File: src/rtl/clpm_pkg.sv
// Types, constants and the control program of the CPU load per-mille meter.
// No dependencies; every other file imports this package.
package clpm_pkg;

  localparam int TICK_W     = 48;  // width of one tick counter field
  localparam int PERMILLE_W = 10;  // width of one per-mille result field
  localparam int CFG_W      = 16;  // width of the minimum-change register
  localparam int NUM_CTR    = 4;   // user, nice, system, idle
  localparam int PC_W       = 5;
  localparam int Q_W        = 10;  // quotient bits: a share never exceeds 1000
  localparam int CNT_W      = 4;   // holds Q_W-1

  localparam logic [PERMILLE_W-1:0] PERMILLE  = 10'd1000;
  localparam logic [CFG_W-1:0]      CFG_RESET = 16'd10;

  typedef logic [1:0]      sel_t;
  typedef logic [PC_W-1:0] pc_t;

  localparam sel_t IDLE_SEL = 2'd3;

  typedef enum logic [3:0] {
    OP_NOP,
    OP_CAPTURE,   // take an item, form the four deltas
    OP_SUM,       // accumulate one delta into the total
    OP_SCALE,     // remainder = delta * 1000
    OP_HALF,      // remainder += total / 2, load divisor
    OP_DIV,       // one quotient bit
    OP_COMMIT,    // store counters and busy value
    OP_STALE,     // clear shares, keep busy value
    OP_EMIT       // load the output register
  } op_e;

  typedef enum logic [2:0] {
    JC_NEXT,
    JC_ALWAYS,
    JC_NO_INPUT,
    JC_SMALL,
    JC_DIV_BUSY,
    JC_OUT_FULL
  } jc_e;

  typedef struct packed {
    op_e  op;
    sel_t sel;
    jc_e  jc;
    pc_t  target;
  } uword_t;

  typedef struct packed {
    logic too_small;
    logic div_busy;
  } dp_status_t;

  typedef struct packed {
    dp_status_t dp;
    logic       in_valid;
    logic       out_full;
  } seq_status_t;

  localparam pc_t PC_WAIT  = 5'd0;
  localparam pc_t PC_STALE = 5'd19;
  localparam pc_t PC_EMIT  = 5'd20;

  function automatic uword_t uw(input op_e op, input sel_t sel, input jc_e jc,
                                input pc_t target);
    uword_t w;
    w.op     = op;
    w.sel    = sel;
    w.jc     = jc;
    w.target = target;
    return w;
  endfunction

  // Control store: one word per step.
  function automatic uword_t ucode_rom(input pc_t pc);
    uword_t w;
    unique case (pc)
      5'd0:    w = uw(OP_CAPTURE, 2'd0, JC_NO_INPUT, PC_WAIT);
      5'd1:    w = uw(OP_SUM,     2'd0, JC_NEXT,     PC_WAIT);
      5'd2:    w = uw(OP_SUM,     2'd1, JC_NEXT,     PC_WAIT);
      5'd3:    w = uw(OP_SUM,     2'd2, JC_NEXT,     PC_WAIT);
      5'd4:    w = uw(OP_SUM,     2'd3, JC_NEXT,     PC_WAIT);
      5'd5:    w = uw(OP_NOP,     2'd0, JC_SMALL,    PC_STALE);
      5'd6:    w = uw(OP_SCALE,   2'd0, JC_NEXT,     PC_WAIT);
      5'd7:    w = uw(OP_HALF,    2'd0, JC_NEXT,     PC_WAIT);
      5'd8:    w = uw(OP_DIV,     2'd0, JC_DIV_BUSY, 5'd8);
      5'd9:    w = uw(OP_SCALE,   2'd1, JC_NEXT,     PC_WAIT);
      5'd10:   w = uw(OP_HALF,    2'd1, JC_NEXT,     PC_WAIT);
      5'd11:   w = uw(OP_DIV,     2'd1, JC_DIV_BUSY, 5'd11);
      5'd12:   w = uw(OP_SCALE,   2'd2, JC_NEXT,     PC_WAIT);
      5'd13:   w = uw(OP_HALF,    2'd2, JC_NEXT,     PC_WAIT);
      5'd14:   w = uw(OP_DIV,     2'd2, JC_DIV_BUSY, 5'd14);
      5'd15:   w = uw(OP_SCALE,   2'd3, JC_NEXT,     PC_WAIT);
      5'd16:   w = uw(OP_HALF,    2'd3, JC_NEXT,     PC_WAIT);
      5'd17:   w = uw(OP_DIV,     2'd3, JC_DIV_BUSY, 5'd17);
      5'd18:   w = uw(OP_COMMIT,  2'd0, JC_ALWAYS,   PC_EMIT);
      5'd19:   w = uw(OP_STALE,   2'd0, JC_NEXT,     PC_WAIT);
      5'd20:   w = uw(OP_EMIT,    2'd0, JC_OUT_FULL, PC_EMIT);
      default: w = uw(OP_NOP,     2'd0, JC_ALWAYS,   PC_WAIT);
    endcase
    return w;
  endfunction

endpackage

File: src/rtl/clpm_if.sv
// Valid/ready channel interfaces of the CPU load per-mille meter.
// Depends on clpm_pkg for the field widths.
interface clpm_tick_if import clpm_pkg::*; ();
  logic              valid;
  logic              ready;
  logic [TICK_W-1:0] user_ticks;
  logic [TICK_W-1:0] nice_ticks;
  logic [TICK_W-1:0] system_ticks;
  logic [TICK_W-1:0] idle_ticks;

  modport source (output valid, user_ticks, nice_ticks, system_ticks, idle_ticks,
                  input ready);
  modport sink   (input valid, user_ticks, nice_ticks, system_ticks, idle_ticks,
                  output ready);
endinterface

interface clpm_load_if import clpm_pkg::*; ();
  logic                  valid;
  logic                  ready;
  logic [PERMILLE_W-1:0] user_permille;
  logic [PERMILLE_W-1:0] nice_permille;
  logic [PERMILLE_W-1:0] system_permille;
  logic [PERMILLE_W-1:0] idle_permille;
  logic [PERMILLE_W-1:0] busy_permille;
  logic                  fresh;

  modport source (output valid, user_permille, nice_permille, system_permille,
                  idle_permille, busy_permille, fresh, input ready);
  modport sink   (input valid, user_permille, nice_permille, system_permille,
                  idle_permille, busy_permille, fresh, output ready);
endinterface

interface clpm_cfg_if import clpm_pkg::*; ();
  logic             valid;
  logic             ready;
  logic [CFG_W-1:0] data;

  modport source (output valid, data, input ready);
  modport sink   (input valid, data, output ready);
endinterface

File: src/rtl/cpu_load_permille_meter_top.sv
// Top level of the CPU load per-mille meter: config register, output register,
// sequencer and datapath. Depends on clpm_pkg, clpm_if, clpm_seq and clpm_dp.
//
// Usage
//   tick_i : one item per sample, four cumulative tick counters (user, nice,
//            system, idle). Only the low COUNTER_BITS bits of each are used.
//   load_o : one item per input item: four rounded shares in per mille, busy
//            (1000 minus idle share) and a fresh flag.
//   cfg_i  : writes min_total_change; always ready. Write only while idle.
//   Deltas are taken modulo 2^COUNTER_BITS. When their sum is zero or below
//   min_total_change the shares read zero, fresh is low, busy repeats the last
//   fresh value and the stored counters are left alone.
// Flow
//   A fresh item is summed and each share scaled and divided in turn in one
//   restoring divider, ten quotient bits each; a stale one goes from the sum
//   check to the stale step. tick_i.ready is high only while the sequencer
//   waits at its first step, so the next item waits until the last is emitted.
// Reset and stall
//   Reset clears the stored counters and busy value and loads 10 into
//   min_total_change. A held result sits in the output register; the next
//   item is still taken and worked on, and the sequencer waits at its emit
//   step until the receiver has taken the earlier result.
module cpu_load_permille_meter_top import clpm_pkg::*; #(
  parameter int COUNTER_BITS = 48
) (
  input  logic          clk_i,
  input  logic          rst_ni,
  clpm_cfg_if.sink      cfg_i,
  clpm_tick_if.sink     tick_i,
  clpm_load_if.source   load_o
);

  logic [CFG_W-1:0]                   min_total_q;
  uword_t                             ctrl;
  seq_status_t                        seq_status;
  dp_status_t                         dp_status;
  logic                               in_fire;
  logic                               out_full;
  logic                               emit;
  logic [NUM_CTR-1:0][TICK_W-1:0]     ticks;
  logic [NUM_CTR-1:0][PERMILLE_W-1:0] share;
  logic [NUM_CTR-1:0][PERMILLE_W-1:0] out_share_q;
  logic [PERMILLE_W-1:0]              busy, out_busy_q;
  logic                               fresh, out_fresh_q;
  logic                               out_valid_q, out_valid_d;

  // Configuration register
  assign cfg_i.ready = 1'b1;

  always_ff @(posedge clk_i or negedge rst_ni) begin
    if (!rst_ni) begin
      min_total_q <= CFG_RESET;
    end else if (cfg_i.valid) begin
      min_total_q <= cfg_i.data;
    end
  end

  // Input side: index 0 user, 1 nice, 2 system, 3 idle
  assign ticks        = {tick_i.idle_ticks, tick_i.system_ticks,
                         tick_i.nice_ticks, tick_i.user_ticks};
  assign tick_i.ready = (ctrl.op == OP_CAPTURE);
  assign in_fire      = tick_i.valid && tick_i.ready;

  // Output register; a new result may load in the cycle the old one leaves
  assign out_full = out_valid_q && !load_o.ready;
  assign emit     = (ctrl.op == OP_EMIT) && !out_full;

  always_comb begin
    out_valid_d = out_valid_q;
    if (load_o.ready) begin
      out_valid_d = 1'b0;
    end
    if (emit) begin
      out_valid_d = 1'b1;
    end
  end

  always_ff @(posedge clk_i or negedge rst_ni) begin
    if (!rst_ni) begin
      out_valid_q <= 1'b0;
    end else begin
      out_valid_q <= out_valid_d;
    end
  end

  always_ff @(posedge clk_i) begin
    if (emit) begin
      out_share_q <= share;
      out_busy_q  <= busy;
      out_fresh_q <= fresh;
    end
  end

  assign load_o.valid           = out_valid_q;
  assign load_o.user_permille   = out_share_q[0];
  assign load_o.nice_permille   = out_share_q[1];
  assign load_o.system_permille = out_share_q[2];
  assign load_o.idle_permille   = out_share_q[3];
  assign load_o.busy_permille   = out_busy_q;
  assign load_o.fresh           = out_fresh_q;

  // Sequencer and datapath
  assign seq_status.dp       = dp_status;
  assign seq_status.in_valid = tick_i.valid;
  assign seq_status.out_full = out_full;

  clpm_seq u_seq (
    .clk_i    (clk_i),
    .rst_ni   (rst_ni),
    .status_i (seq_status),
    .ctrl_o   (ctrl)
  );

  clpm_dp #(
    .CounterBits (COUNTER_BITS)
  ) u_dp (
    .clk_i       (clk_i),
    .rst_ni      (rst_ni),
    .ctrl_i      (ctrl),
    .in_fire_i   (in_fire),
    .ticks_i     (ticks),
    .min_total_i (min_total_q),
    .status_o    (dp_status),
    .share_o     (share),
    .busy_o      (busy),
    .fresh_o     (fresh)
  );

  // Checks
  a_busy_idle_sum: assert property (@(posedge clk_i) disable iff (!rst_ni)
    load_o.valid && load_o.fresh |->
      ({1'b0, load_o.busy_permille} + {1'b0, load_o.idle_permille}) ==
      (PERMILLE_W + 1)'(PERMILLE))
    else $error("busy and idle shares do not add up to 1000");

  a_stale_zero: assert property (@(posedge clk_i) disable iff (!rst_ni)
    load_o.valid && !load_o.fresh |->
      load_o.user_permille == '0 && load_o.nice_permille == '0 &&
      load_o.system_permille == '0 && load_o.idle_permille == '0)
    else $error("stale result carries non-zero shares");

  a_share_range: assert property (@(posedge clk_i) disable iff (!rst_ni)
    load_o.valid |->
      load_o.user_permille <= PERMILLE && load_o.nice_permille <= PERMILLE &&
      load_o.system_permille <= PERMILLE && load_o.idle_permille <= PERMILLE)
    else $error("share above 1000");

  a_one_at_a_time: assert property (@(posedge clk_i) disable iff (!rst_ni)
    in_fire |=> !tick_i.ready)
    else $error("item taken while the previous one is in progress");

  a_emit_only_free: assert property (@(posedge clk_i) disable iff (!rst_ni)
    out_valid_q && !load_o.ready |=> $stable(out_busy_q) && $stable(out_fresh_q))
    else $error("held result overwritten");

endmodule

File: src/rtl/clpm_seq.sv
// Microcode sequencer: step counter, control store and jump logic.
// Depends on clpm_pkg for the control word and the program.
module clpm_seq import clpm_pkg::*; (
  input  logic        clk_i,
  input  logic        rst_ni,
  input  seq_status_t status_i,
  output uword_t      ctrl_o
);

  pc_t    pc_q, pc_d;
  uword_t word;
  logic   take;

  assign word   = ucode_rom(pc_q);
  assign ctrl_o = word;

  always_comb begin
    unique case (word.jc)
      JC_NEXT:     take = 1'b0;
      JC_ALWAYS:   take = 1'b1;
      JC_NO_INPUT: take = !status_i.in_valid;
      JC_SMALL:    take = status_i.dp.too_small;
      JC_DIV_BUSY: take = status_i.dp.div_busy;
      JC_OUT_FULL: take = status_i.out_full;
      default:     take = 1'b1;
    endcase
    pc_d = take ? word.target : pc_q + pc_t'(1);
  end

  always_ff @(posedge clk_i or negedge rst_ni) begin
    if (!rst_ni) begin
      pc_q <= PC_WAIT;
    end else begin
      pc_q <= pc_d;
    end
  end

endmodule

File: src/rtl/clpm_dp.sv
// Datapath: counter deltas, total, shared restoring divider and result registers.
// Depends on clpm_pkg; driven by the control word from clpm_seq.
module clpm_dp import clpm_pkg::*; #(
  parameter int CounterBits = 48
) (
  input  logic                                  clk_i,
  input  logic                                  rst_ni,
  input  uword_t                                ctrl_i,
  input  logic                                  in_fire_i,
  input  logic [NUM_CTR-1:0][TICK_W-1:0]        ticks_i,
  input  logic [CFG_W-1:0]                      min_total_i,
  output dp_status_t                            status_o,
  output logic [NUM_CTR-1:0][PERMILLE_W-1:0]    share_o,
  output logic [PERMILLE_W-1:0]                 busy_o,
  output logic                                  fresh_o
);

  localparam int WideW = (CounterBits > TICK_W) ? CounterBits : TICK_W;
  localparam int TotW  = CounterBits + 2;
  localparam int RemW  = CounterBits + 12;

  logic [NUM_CTR-1:0][CounterBits-1:0] prev_q, prev_d, delta_q, delta_d;
  logic [NUM_CTR-1:0][PERMILLE_W-1:0]  share_q, share_d;
  logic [TotW-1:0]                     total_q, total_d;
  logic [RemW-1:0]                     rem_q, rem_d, dsr_q, dsr_d, dx;
  logic [Q_W-1:0]                      quo_q, quo_d;
  logic [CNT_W-1:0]                    cnt_q, cnt_d;
  logic [PERMILLE_W-1:0]               busy_q, busy_d;
  logic                                fresh_q, fresh_d;
  logic                                ge;
  logic [NUM_CTR-1:0][WideW-1:0]       ext;

  for (genvar i = 0; i < NUM_CTR; i++) begin : g_ext
    assign ext[i] = WideW'(ticks_i[i]);
  end

  assign dx = RemW'(delta_q[ctrl_i.sel]);
  assign ge = rem_q >= dsr_q;

  always_comb begin
    prev_d  = prev_q;
    delta_d = delta_q;
    share_d = share_q;
    total_d = total_q;
    rem_d   = rem_q;
    dsr_d   = dsr_q;
    quo_d   = quo_q;
    cnt_d   = cnt_q;
    busy_d  = busy_q;
    fresh_d = fresh_q;
    unique case (ctrl_i.op)
      OP_CAPTURE: begin
        if (in_fire_i) begin
          for (int i = 0; i < NUM_CTR; i++) begin
            delta_d[i] = ext[i][CounterBits-1:0] - prev_q[i];
          end
        end
      end
      OP_SUM: begin
        total_d = ((ctrl_i.sel == 2'd0) ? '0 : total_q) + TotW'(delta_q[ctrl_i.sel]);
      end
      OP_SCALE: begin
        // 1000 = 1024 - 16 - 8
        rem_d = (dx << 10) - (dx << 4) - (dx << 3);
      end
      OP_HALF: begin
        rem_d = rem_q + RemW'(total_q >> 1);
        dsr_d = RemW'(total_q) << (Q_W - 1);
        quo_d = '0;
        cnt_d = CNT_W'(Q_W - 1);
      end
      OP_DIV: begin
        rem_d = ge ? rem_q - dsr_q : rem_q;
        dsr_d = dsr_q >> 1;
        quo_d = {quo_q[Q_W-2:0], ge};
        if (cnt_q == '0) begin
          share_d[ctrl_i.sel] = PERMILLE_W'({quo_q[Q_W-2:0], ge});
        end else begin
          cnt_d = cnt_q - CNT_W'(1);
        end
      end
      OP_COMMIT: begin
        for (int i = 0; i < NUM_CTR; i++) begin
          prev_d[i] = prev_q[i] + delta_q[i];
        end
        busy_d  = PERMILLE - share_q[IDLE_SEL];
        fresh_d = 1'b1;
      end
      OP_STALE: begin
        share_d = '0;
        fresh_d = 1'b0;
      end
      OP_NOP, OP_EMIT: ;
      default: ;
    endcase
  end

  always_ff @(posedge clk_i or negedge rst_ni) begin
    if (!rst_ni) begin
      prev_q  <= '0;
      busy_q  <= '0;
      cnt_q   <= '0;
      fresh_q <= 1'b0;
    end else begin
      prev_q  <= prev_d;
      busy_q  <= busy_d;
      cnt_q   <= cnt_d;
      fresh_q <= fresh_d;
    end
  end

  always_ff @(posedge clk_i) begin
    delta_q <= delta_d;
    share_q <= share_d;
    total_q <= total_d;
    rem_q   <= rem_d;
    dsr_q   <= dsr_d;
    quo_q   <= quo_d;
  end

  assign status_o.too_small = (total_q == '0) || (total_q < TotW'(min_total_i));
  assign status_o.div_busy  = (cnt_q != '0);
  assign share_o            = share_q;
  assign busy_o             = busy_q;
  assign fresh_o            = fresh_q;

endmodule
File: src/flat_wrapper.sv
// flat-port wrapper written by rule: the top's interface ports become plain ports
module cpu_load_permille_meter_top_flat import clpm_pkg::*;
#(
  parameter int COUNTER_BITS = 48
)
  (clk_i, rst_ni, cfg_i_valid, cfg_i_data, cfg_i_ready, tick_i_valid, tick_i_user_ticks, tick_i_nice_ticks, tick_i_system_ticks, tick_i_idle_ticks, tick_i_ready, load_o_valid, load_o_user_permille, load_o_nice_permille, load_o_system_permille, load_o_idle_permille, load_o_busy_permille, load_o_fresh, load_o_ready);
  clpm_cfg_if cfg_i_i ();
  clpm_tick_if tick_i_i ();
  clpm_load_if load_o_i ();
  input  logic clk_i;
  input  logic rst_ni;
  input wire logic [$bits(cfg_i_i.valid)-1:0] cfg_i_valid;
  input wire logic [$bits(cfg_i_i.data)-1:0] cfg_i_data;
  output wire logic [$bits(cfg_i_i.ready)-1:0] cfg_i_ready;
  input wire logic [$bits(tick_i_i.valid)-1:0] tick_i_valid;
  input wire logic [$bits(tick_i_i.user_ticks)-1:0] tick_i_user_ticks;
  input wire logic [$bits(tick_i_i.nice_ticks)-1:0] tick_i_nice_ticks;
  input wire logic [$bits(tick_i_i.system_ticks)-1:0] tick_i_system_ticks;
  input wire logic [$bits(tick_i_i.idle_ticks)-1:0] tick_i_idle_ticks;
  output wire logic [$bits(tick_i_i.ready)-1:0] tick_i_ready;
  output wire logic [$bits(load_o_i.valid)-1:0] load_o_valid;
  output wire logic [$bits(load_o_i.user_permille)-1:0] load_o_user_permille;
  output wire logic [$bits(load_o_i.nice_permille)-1:0] load_o_nice_permille;
  output wire logic [$bits(load_o_i.system_permille)-1:0] load_o_system_permille;
  output wire logic [$bits(load_o_i.idle_permille)-1:0] load_o_idle_permille;
  output wire logic [$bits(load_o_i.busy_permille)-1:0] load_o_busy_permille;
  output wire logic [$bits(load_o_i.fresh)-1:0] load_o_fresh;
  input wire logic [$bits(load_o_i.ready)-1:0] load_o_ready;
  assign cfg_i_i.valid = cfg_i_valid;
  assign cfg_i_i.data = cfg_i_data;
  assign cfg_i_ready = cfg_i_i.ready;
  assign tick_i_i.valid = tick_i_valid;
  assign tick_i_i.user_ticks = tick_i_user_ticks;
  assign tick_i_i.nice_ticks = tick_i_nice_ticks;
  assign tick_i_i.system_ticks = tick_i_system_ticks;
  assign tick_i_i.idle_ticks = tick_i_idle_ticks;
  assign tick_i_ready = tick_i_i.ready;
  assign load_o_valid = load_o_i.valid;
  assign load_o_user_permille = load_o_i.user_permille;
  assign load_o_nice_permille = load_o_i.nice_permille;
  assign load_o_system_permille = load_o_i.system_permille;
  assign load_o_idle_permille = load_o_i.idle_permille;
  assign load_o_busy_permille = load_o_i.busy_permille;
  assign load_o_fresh = load_o_i.fresh;
  assign load_o_i.ready = load_o_ready;
  cpu_load_permille_meter_top #(.COUNTER_BITS(COUNTER_BITS)) u_core (.clk_i(clk_i), .rst_ni(rst_ni), .cfg_i(cfg_i_i), .tick_i(tick_i_i), .load_o(load_o_i));
endmodule
File: config.mk
export PLATFORM = sky130hd
export DESIGN_NAME = cpu_load_permille_meter_top_flat
export DESIGN_NICKNAME = d
export VERILOG_FILES = /design/src/rtl/clpm_pkg.sv /design/src/rtl/clpm_if.sv /design/src/rtl/cpu_load_permille_meter_top.sv /design/src/rtl/clpm_seq.sv /design/src/rtl/clpm_dp.sv /design/src/flat_wrapper.sv
export SDC_FILE = /design/constraint.sdc
export NUM_CORES = 2
export LEC_CHECK = 0
export BUFFER_PORTS_ARGS = -buffer_cell sky130_fd_sc_hd__clkbuf_2
export CORE_AREA = 10 10 499 501
export CTS_BUF_LIST = sky130_fd_sc_hd__clkbuf_8 sky130_fd_sc_hd__clkbuf_16
export DETAILED_ROUTE_END_ITERATION = 12
export DIE_AREA = 0 0 509 511
export PLACE_DENSITY_LB_ADDON = 0.08
export SLEW_MARGIN = 20
export SYNTH_ARGS = -nofsm -noshare
export SYNTH_HDL_FRONTEND = slang
export SYNTH_SLANG_ARGS = --single-unit
export TNS_END_PERCENT = 10
File: constraint.sdc
create_clock -name clk_i -period 16.55 [get_ports clk_i]
set_input_delay 3.31 -clock clk_i [delete_from_list [all_inputs] [get_ports clk_i]]
set_output_delay 3.31 -clock clk_i [all_outputs]
set_load 0.01 [all_outputs]
==> results_dict.tcl <==
set metrics [dict create \
    status "completed" \
    route.antenna.remaining_nets 0 \
    synthXorXnorAreaFrac_pct 8.58 \
    cp-start-kind "flip-flop" \
    ys_ff_latch 690 \
    yosysTopAreaCell "edfxtp_1" \
    netlist_instances 6907 \
    grt_setup_unrepaired "no" \
    path_clk_slew_ps 60 \
    hpwl_um 174000 \
    hold_viol_final 0 \
    clockBufferDepth 3 \
    netlist_area_mm2 0.0594 \
    period_minus_slack_ps 9750 \
    cts_sinks 690 \
    synth_top_family_by_area "compound AO/OA/AOI/OAI gates" \
    gp_congestion 0.856 \
    post_cts_resized 0 \
    cts_made_buffers 93 \
    area_growth_pct 13.9 \
    synth_edf_count 461 \
    std_cell_rows 180 \
    ys_seq_area_share_pct 33.0 \
    drive_gt1_share_pct 7.93 \
    postSynthAreaPerCell_um2 8.60 \
    fmax_mhz 103 \
    ys_types 104 \
    coreArea_mm2 0.239 \
    hp-class "flip-flop to flip-flop" \
    htreeDepth 3 \
    drt_pre_antenna_iters 5 \
    worstPathArrival_ps 10200 \
    worst_slew_pin_slew_ps 1190 \
    synthMostInstantiatedCell "nand2_1" \
    synth_nets 7769 \
    initial_core_util_pct 24.8 \
    skew_ps 37.4 \
    finalCritPeriodShare_pct 58.9 \
    synthArstFlopShare_pct 33.2 \
    drt-total-wl_um 217000 \
    cap_violations 0 \
    drc 0 \
    cp_slowest_stage_delay_ps 640 \
    grt_overflow_total 0 \
    ys_top_cells_by_count "813 x nand2_1, 653 x a21oi_1, 638 x ha_1" \
    cts_setup_buffers 0 \
    final.setup.tns_ps 0 \
    synthSimpleGateAreaFrac_pct 16.0 \
    worstSetupPathType "flip-flop to flip-flop" \
    via_per_inst 4.89 \
    die_h_um 511 \
    drt_iter0_drc 2692 \
    timing.critical_path.mode_cell "a21oi_1" \
    die_x_um 509 \
    dieArea_mm2 0.260 \
    path_max_fanout 54 \
    grt_max_degree 100 \
    final_max_slew_viol_count 0 \
    hold_buffers 0 \
    r2r_slack_ps 6800 \
    synthFlopType "edfxtp_1" \
    clockRootBuffer "clkbuf_16" \
    cp.required_ps 17010 \
    first_global_vias 52000 \
    cts_tree "done" \
    ys.warnings.count 0 \
    crit_path_end_kind "flip-flop" \
    vias 50800 \
    synth_compound_area_share_pct 23.9 \
    setup_violations 0 \
    clock_latency_ps 760 \
    ios 267 \
    synth_area_leaders "edfxtp_1 23%, ha_1 13%, dfrtp_1 9.6%" \
    track_usage_pct 16.2 \
    layout.nets 7995 \
    synth_top_area_share_pct 23.3 \
    crit_path_top_delay_cell "a221oi_1" \
    antenna_found_initial 21 \
    wl_per_cell_um 20.9 \
    synthMuxAreaShare_pct 0.265 \
    grt_pass1_wl_um 326000 \
    relSlewSlack_pct 19.8 \
    port_buffers 265 \
    synth_fa_ha_area_share_pct 13.9 \
]
-- path summary, 6_finish.rpt --
path | startpoint | end | cells after the start
hold reg to reg | u_core.u_dp.busy_o[4] | u_core.load_o.busy_permille[4] | 0
hold / removal | u_core.u_dp.busy_o[4] | u_core.load_o.busy_permille[4] | 0
setup reg to reg | u_core.u_seq.pc_q[0] | u_core.u_dp.rem_q[57] | 34
min in group asynchronous | rst_ni | u_core.u_dp.prev_q[146] | 1
setup / recovery | u_core.u_seq.pc_q[0] | u_core.u_dp.rem_q[57] | 34
max in group asynchronous | rst_ni | u_core.u_dp.prev_q[46] | 3
-- metrics by stage --
step | area, um2 | worst slack (ps) | utilization (%) | hold WS, ps | cells
floorplan | 59400 | 8310 | - | 425 | 6907
global placement | 64500 | 6470 | 27.0 | 427 | 10200
detailed placement | 64500 | 6330 | 27.0 | 435 | 10200
CTS | 67600 | 6320 | 28.3 | 450 | 10400
global route | 67600 | 5980 | 28.3 | 455 | 10400
finish | 67700 | 6800 | 28.3 | 448 | 10400
-- critical path: cells and delay by family, from the launching register on --
family | cells | cell delay, ps
fa+ha+maj | 3 | 1080
buf+inv | 4 | 1240
simple gates | 4 | 1460
compound gates | 22 | 5010
flops | 1 | 520
xor+xnor | 1 | 140
-- kinds of logic after synthesis --
| family | Yosys count |
|---|---|
| buf+inv | 681 |
| flops | 690 |
| fa+ha+maj | 656 |
| xor+xnor | 582 |
| mux | 15 |
| compound gates | 2246 |
| simple gates | 2036 |
| other cells | 1 |
-- cell usage in the layout (no fill, tap or decap), types with 22 or more instances in the layout --
cell,instances
a211o_1,22
a211oi_1,79
a21boi_0,31
a21o_1,287
a21oi_1,653
a221oi_1,45
a31oi_1,76
and2_1,84
and3_1,69
buf_4,55
clkbuf_16,94
clkbuf_2,265
dfrtp_1,227
edfxtp_1,461
ha_1,638
inv_1,505
nand2_1,811
nand2b_1,104
nand3_1,135
nand4_1,70
nor2_1,429
nor2b_1,92
nor3_1,81
nor4_1,32
o211ai_1,42
o21a_1,82
o21ai_0,581
o21bai_1,77
o31ai_1,46
or2_2,36
xnor2_1,367
xor2_1,215
-- per-layer routing --
metal / vias up / track usage [%] / share of wire [%]
met5: - / 0 / 0.036
met4: 10 / 3.96 / 2.2
li1: 25600 / - / -
met2: 754 / 26.6 / 45
met1: 24300 / 22.6 / 49
met3: 206 / 1.67 / 3.0
-- registers in the layout, indices dropped and copies added (netlist names) --
signal	flops
u_core.u_dp.delta_q	192
u_core.u_dp.prev_q	192
u_core.u_dp.rem_q	60
u_core.u_dp.dsr_q	59
u_core.u_dp.total_q	50
u_core.u_dp.share_o	40
u_core.min_total_q	16
u_core.load_o.busy_permille	10
u_core.load_o.idle_permille	10
u_core.load_o.nice_permille	10
u_core.load_o.system_permille	10
u_core.load_o.user_permille	10
u_core.u_dp.busy_o	10
u_core.u_dp.quo_q	9
u_core.u_seq.pc_q	5
u_core.u_dp.cnt_q	4
u_core.load_o.fresh	1
u_core.load_o.valid	1
u_core.u_dp.fresh_o	1
-- area by class of cell --
type	instances	area, um2
fill	25700	172000
antenna	3	7.51
inverter	491	1850
clock inverter	69	656
timing repair buffer	321	1750
multi-input combinational	5536	37400
tap	3185	3990
clock buffer	103	2480
sequential	690	19600
Power is left out: the tool's default activity adds up to more than one toggle a clock period on the data nets, which glitch-free logic cannot reach.
